**config.mk**
```make
export PLATFORM = sky130hd
export DESIGN_NAME = d2p_queue
export DESIGN_NICKNAME = d
export VERILOG_FILES = /design/src/disparity_to_point_reprojection_core_defines.svh /design/src/d2p_pkg.sv /design/src/d2p_queue.sv
export SDC_FILE = /design/constraint.sdc
export NUM_CORES = 1
export LEC_CHECK = 0
export ABC_CLOCK_PERIOD_IN_PS = 14600
export BUFFER_PORTS_ARGS = -buffer_cell sky130_fd_sc_hd__buf_2
export CAP_MARGIN = 20
export CELL_PAD_IN_SITES_DETAIL_PLACEMENT = 2
export CELL_PAD_IN_SITES_GLOBAL_PLACEMENT = 2
export CORE_ASPECT_RATIO = 0.9
export CORE_UTILIZATION = 30
export DETAILED_ROUTE_END_ITERATION = 8
export PLACE_DENSITY = 0.73
export SYNTH_ARGS = -nofsm -noshare
export SYNTH_HDL_FRONTEND = slang
export SYNTH_SLANG_ARGS = --single-unit
```
**constraint.sdc**
```tcl
create_clock -name i_clk -period 14.6 [get_ports i_clk]
set_input_delay 1.46 -clock i_clk [delete_from_list [all_inputs] [get_ports i_clk]]
set_output_delay 1.46 -clock i_clk [all_outputs]
set_load 0.01 [all_outputs]
```
**src/disparity_to_point_reprojection_core_defines.svh**
```systemverilog
// assertion macros shared by the reprojection core
`ifndef DISPARITY_TO_POINT_REPROJECTION_CORE_DEFINES_SVH
`define DISPARITY_TO_POINT_REPROJECTION_CORE_DEFINES_SVH

// same-cycle implication, checked out of reset
`define D2P_ASSERT_IMPL(lbl, clk, rst_n, ante, cons, msg) \
    lbl: assert property (@(posedge clk) disable iff (!rst_n) (ante) |-> (cons)) \
        else $error(msg);

// next-cycle implication, checked out of reset
`define D2P_ASSERT_NEXT(lbl, clk, rst_n, ante, cons, msg) \
    lbl: assert property (@(posedge clk) disable iff (!rst_n) (ante) |=> (cons)) \
        else $error(msg);

`endif

```
**src/d2p_pkg.sv**
```systemverilog
`timescale 1ns / 1ps
`default_nettype none
// ----------------------------------------------------------------------------
// d2p_pkg
// shared widths, codes and types of the disparity reprojection core
// ----------------------------------------------------------------------------
package d2p_pkg;

    localparam int CFG_W      = 24;
    localparam int FOCAL_W    = 24;
    localparam int CXY_W      = 20;
    localparam int CDIFF_W    = 21;
    localparam int BASE_W     = 24;
    localparam int COORD_W    = 12;
    localparam int DISP_W     = 16;
    localparam int COLOR_W    = 8;
    localparam int XY_W       = 24;
    localparam int Z_W        = 19;
    localparam int DEN_W      = 22;
    localparam int NXY_W      = 21;
    localparam int PXY_W      = NXY_W + BASE_W;
    localparam int PFB_W      = FOCAL_W + 1 + BASE_W;
    localparam int DD_W       = 32;
    localparam int FAR_W      = 41;
    localparam int NUM_W      = 56;
    localparam int MM_PER_M   = 1000;
    localparam int FAR_SCALE  = 512000;
    localparam int DEFAULT_QUEUE_DEPTH = 2;

    localparam logic OP_SCAN   = 1'b0;
    localparam logic OP_REPROJ = 1'b1;

    typedef enum logic [2:0] {
        CFG_FOCAL = 3'd0,
        CFG_CX    = 3'd1,
        CFG_CY    = 3'd2,
        CFG_CDIFF = 3'd3,
        CFG_BASE  = 3'd4
    } t_cfg_idx;

    typedef struct packed {
        logic        [FOCAL_W-1:0] focal;
        logic        [CXY_W-1:0]   cx;
        logic        [CXY_W-1:0]   cy;
        logic signed [CDIFF_W-1:0] cdiff;
        logic signed [BASE_W-1:0]  base;
    } t_cfg;

    typedef struct packed {
        logic                      bad;
        logic signed [PFB_W-1:0]   pfb;
        logic signed [PXY_W-1:0]   pxb;
        logic signed [PXY_W-1:0]   pyb;
        logic signed [DEN_W-1:0]   den;
        logic        [COORD_W-1:0] col;
        logic        [COORD_W-1:0] row;
        logic        [COLOR_W-1:0] blue;
        logic        [COLOR_W-1:0] green;
        logic        [COLOR_W-1:0] red;
    } t_job;

endpackage
`default_nettype wire

```
**src/d2p_queue.sv**
```systemverilog
`timescale 1ns / 1ps
`default_nettype none
// ----------------------------------------------------------------------------
// d2p_queue
// small register queue of jobs between front and back end
// ----------------------------------------------------------------------------
module d2p_queue import d2p_pkg::*; #(
    parameter int DEPTH = DEFAULT_QUEUE_DEPTH
) (
    input  wire logic i_clk,
    input  wire logic i_rst_n,
    input  wire logic i_push,
    input  wire t_job i_job,
    output logic      o_full,
    input  wire logic i_pop,
    output logic      o_empty,
    output t_job      o_job
);

    localparam int PTR_W = (DEPTH > 1) ? $clog2(DEPTH) : 1;
    localparam int CNT_W = $clog2(DEPTH + 1);

    t_job             r_mem [DEPTH];
    logic [PTR_W-1:0] r_wr;
    logic [PTR_W-1:0] r_rd;
    logic [CNT_W-1:0] r_cnt;

    assign o_full  = (r_cnt == CNT_W'(DEPTH));
    assign o_empty = (r_cnt == '0);
    assign o_job   = r_mem[r_rd];

    // storage
    always_ff @(posedge i_clk) begin
        if (i_push) begin
            r_mem[r_wr] <= i_job;
        end
    end

    // pointers and fill count
    always_ff @(posedge i_clk) begin
        if (!i_rst_n) begin
            r_wr  <= '0;
            r_rd  <= '0;
            r_cnt <= '0;
        end else begin
            if (i_push) begin
                r_wr <= (r_wr == PTR_W'(DEPTH - 1)) ? '0 : r_wr + 1'b1;
            end
            if (i_pop) begin
                r_rd <= (r_rd == PTR_W'(DEPTH - 1)) ? '0 : r_rd + 1'b1;
            end
            if (i_push && !i_pop) begin
                r_cnt <= r_cnt + 1'b1;
            end else if (!i_push && i_pop) begin
                r_cnt <= r_cnt - 1'b1;
            end
        end
    end

endmodule
`default_nettype wire

```
==> metrics.csv <==
stage;metric;value;unit
sta;Worst Max-Slew Pin Slew;1.05;ns
cells_and_area;share of cells above drive strength 1;0.606;
synthesis;Post-synth ARST share;0;
synthesis;Cells after Synth;675;
clock_tree;# hold bufs at CTS;0;
clock_tree;CTS Buffer Depth;3;
synthesis;synth unique cells;17;
clock_tree;PostCTS Resize Cnt;0;
floorplanning;Starting Density;0.305;
clock_tree;clock slew at reported path FFs;0.06;ns
global_routing;gr usage total;0.145;
worst_setup_path;Reg2Reg Setup Slack;11.54;ns
routing;Remaining DRCs;0;
job;maxcap violations;0;
pwr;Static Leakage;7.24;nW
worst_setup_path;Critical Path, Cell by Cell;buf_4, buf_4, mux2_2, buf_2;
worst_setup_path;R2R Path End;r_mem[0][199];
global_routing;first-pass GRT wire length;55700;µm
routing;antenna-violating nets left;0;
pwr;Flop pwr share;0.511;
run_status;run status;finished, final reports clean;
sta;max_slew headroom;0.298;
global_routing;vias in the first global route;9059;
pwr;power after layout;2.80;mW
worst_hold_path;hold depth;2;
place;placed inst area;0.0182;mm²
floorplanning;Die Area;0.0524;mm²
place;GP Congestion;0.751;
worst_setup_path;CP Class;reg2out;
clock_tree;cts bufs inserted;45;
routing;wire length per cell;21.1;µm
pwr;Power Dens Cells;142;mW/mm²
synthesis;FF+latch count, synth;425;
sta;RSZ-0062 raised after global routing;no;
routing;vias post-DR;7981;
worst_setup_path;Worst Reg-to-Reg Cells;3;
cells_and_area;fin nets;1347;
worst_hold_path;Hold Crit Start;r_cnt[1];
synthesis;Seq/Total Area, Yosys;0.823;
clock_tree;Post-CTS Setup Bufs;0;
sta;period utilization;0.329;
worst_hold_path;min-delay worst type;reg2reg;
place;port buffer count;425;
global_routing;largest net degree at the start of global routing;74;
worst_setup_path;WP data required;13.14;ns
sta;Fin Setup TNS;0;ns
pwr;Comb power frac;0.099;
pwr;switching part of the total power;0.225;
routing;WL final;39200;µm
global_routing;initial antenna violation count;11;
synthesis;share of the synthesized area in the top cell type;0.816;
worst_setup_path;CP max FO;63;
routing;post-DR vias/cell;4.30;
sta;final slew viol count;0;
floorplanning;core area;0.0507;mm²
routing;DRT Pass-1 Iters;4;
routing;initial detailed-routing violation count;257;
worst_hold_path;Worst Hold End;r_cnt[1];
worst_setup_path;origin of the critical flop-to-flop path;r_wr;
floorplanning;Die X;241;µm
sta;hold slack;0.548;ns
floorplanning;Die Y-Extent;217;µm
sta;final hold violations;0;
clock_tree;clk sink count;425;
sta;final setup vio count;0;
clock_tree;H-Tree Depth;2;
cells_and_area;Design Area, Final;0.0197;mm²
clock_tree;worst skew pair latency;0.56;ns
pwr;clock group share of total power;0.390;
synthesis;ys flop type;edfxtp_1;
worst_setup_path;CP Capture Type;output port;
clock_tree;CTS tree;built;
cells_and_area;fillers;4942;
pwr;NetSw;0.630;mW
sta;highest clock rate;0.208;GHz
cells_and_area;Syn-to-layout area delta;27.3;%
synthesis;top cells by area, synth;edfxtp_1, mux2_2, buf_6;
synthesis;YS warnings;0;
sta;Tmin final;4.80;ns
synthesis;Avg Inst Size Synth;22.9;µm²
floorplanning;std cell rows;78;
sta;Clock Skew;0.0253;ns
synthesis;Post-Synthesis Cell Area;0.0154;mm²
pwr;Power Internal;2.17;mW
worst_setup_path;slowest stage delay, CP;0.81;ns
place;hpwl dp;27100;µm
synthesis;top post-synthesis cells by count;edfxtp_1, mux2_2, buf_6, dfxtp_1, and2_1;
worst_setup_path;crit path DAT;3.34;ns
synthesis;count leader, synth;edfxtp_1;
clock_tree;root buffer cell;clkbuf_16;
pwr;VDD IR max;0.113;mV
global_routing;total congestion overflow;0;
worst_setup_path;Startpoint Class;register;
synthesis;dominant cell type by area after synthesis;edfxtp_1;
cells_and_area;fin util;0.388;
synthesis;Mapped Nets;890;
floorplanning;I/O pin count;426;
worst_setup_path;crit-path most repeated cell;buf_4;
synthesis;number of synthesized flops with an enable pin;420;
worst_setup_path;slowest cell on the critical path;buf_4;
-- worst max-delay path by stage --
| stage | startpoint | endpoint | slack [ns] | cells after the start |
|---|---|---|---|---|
| CTS | register | o_job[28] | 9.64 | 4 |
| global route | register | o_job[28] | 9.54 | 4 |
| floorplan | i_push | r_wr | 3.23 | 2 |
| global placement | register | o_job[89] | 10.27 | 4 |
| finish | register | o_job[89] | 9.80 | 4 |
| detailed placement | i_push | r_mem[0][71] | 10.22 | 4 |
-- worst max-delay path: cells and delay by family, from the launching register on --
kind	cells	cell delay (ns)
buf+inv	3	1.67
flops	1	0.53
mux	1	0.45
-- power by group through the flow --
| stage | clock network, mW | logic (mW) | registers (mW) |
|---|---|---|---|
| after floorplan | 0 | 0.160 | 1.46 |
| after global placement | 0 | 0.273 | 1.45 |
| after detailed placement | 0 | 0.283 | 1.46 |
| after CTS | 1.13 | 0.285 | 1.43 |
| after global routing | 1.18 | 0.297 | 1.44 |
| final | 1.09 | 0.276 | 1.43 |
-- area by class of cell --
cell class                 count  area (µm²)  share of cell area
antenna                        7        17.5            0.000891
clock buffer                  58        1240              0.0629
clock inverter                24         163             0.00827
inverter                       1        3.75            0.000191
multi-input combinational    226        2490               0.127
sequential                   425       12700               0.647
tap                          680         851              0.0433
timing repair buffer         433        2190               0.111
-- cells in the final DEF (no fill, tap or decap), drive strengths merged --
cell / instances
clkbuf: 58
or3: 1
and2: 4
o21ai: 1
nor2: 1
o21a: 1
edfxtp: 420
clkinv: 20
xor2: 2
a21boi: 1
nor2b: 2
bufinv: 2
and2b: 1
inv: 3
mux2: 210
dfxtp: 5
ha: 1
buf: 433
xnor2: 1
diode: 7
-- registers in the layout, summed over array words and instances, names as in the netlist, named ones only --
signal and cells:
r_cnt 2, r_mem 420, r_wr 1, r_rd 1
-- cells by family after synthesis --
group | synth area share
XOR/XNOR | 0.00170
adder cells (fa/ha/maj) | 0.000810
AND/OR/NAND/NOR | 0.00356
AO/OA/AOI/OAI | 0.00130
flip-flops | 0.823
buffers and inverters | 0.0166
multiplexers | 0.153
-- routing by layer --
metal | wire length [µm] | vias up | track usage
li1 | - | 3627 | -
met1 | 14000 | 4039 | 0.149
met2 | 21300 | 241 | 0.269
met3 | 2790 | 66 | 0.0474
met4 | 1020 | 8 | 0.0572
met5 | 60 | - | 0
-- metrics by stage --
step                      setup slack (ns)  cells
final                                 9.80   1854
after CTS                             9.64   1847
after global placement               10.27   1765
after detailed placement             10.22   1765
after global routing                  9.54   1852
after floorplan                       3.23    675
(Power assumes the default switching activity.)
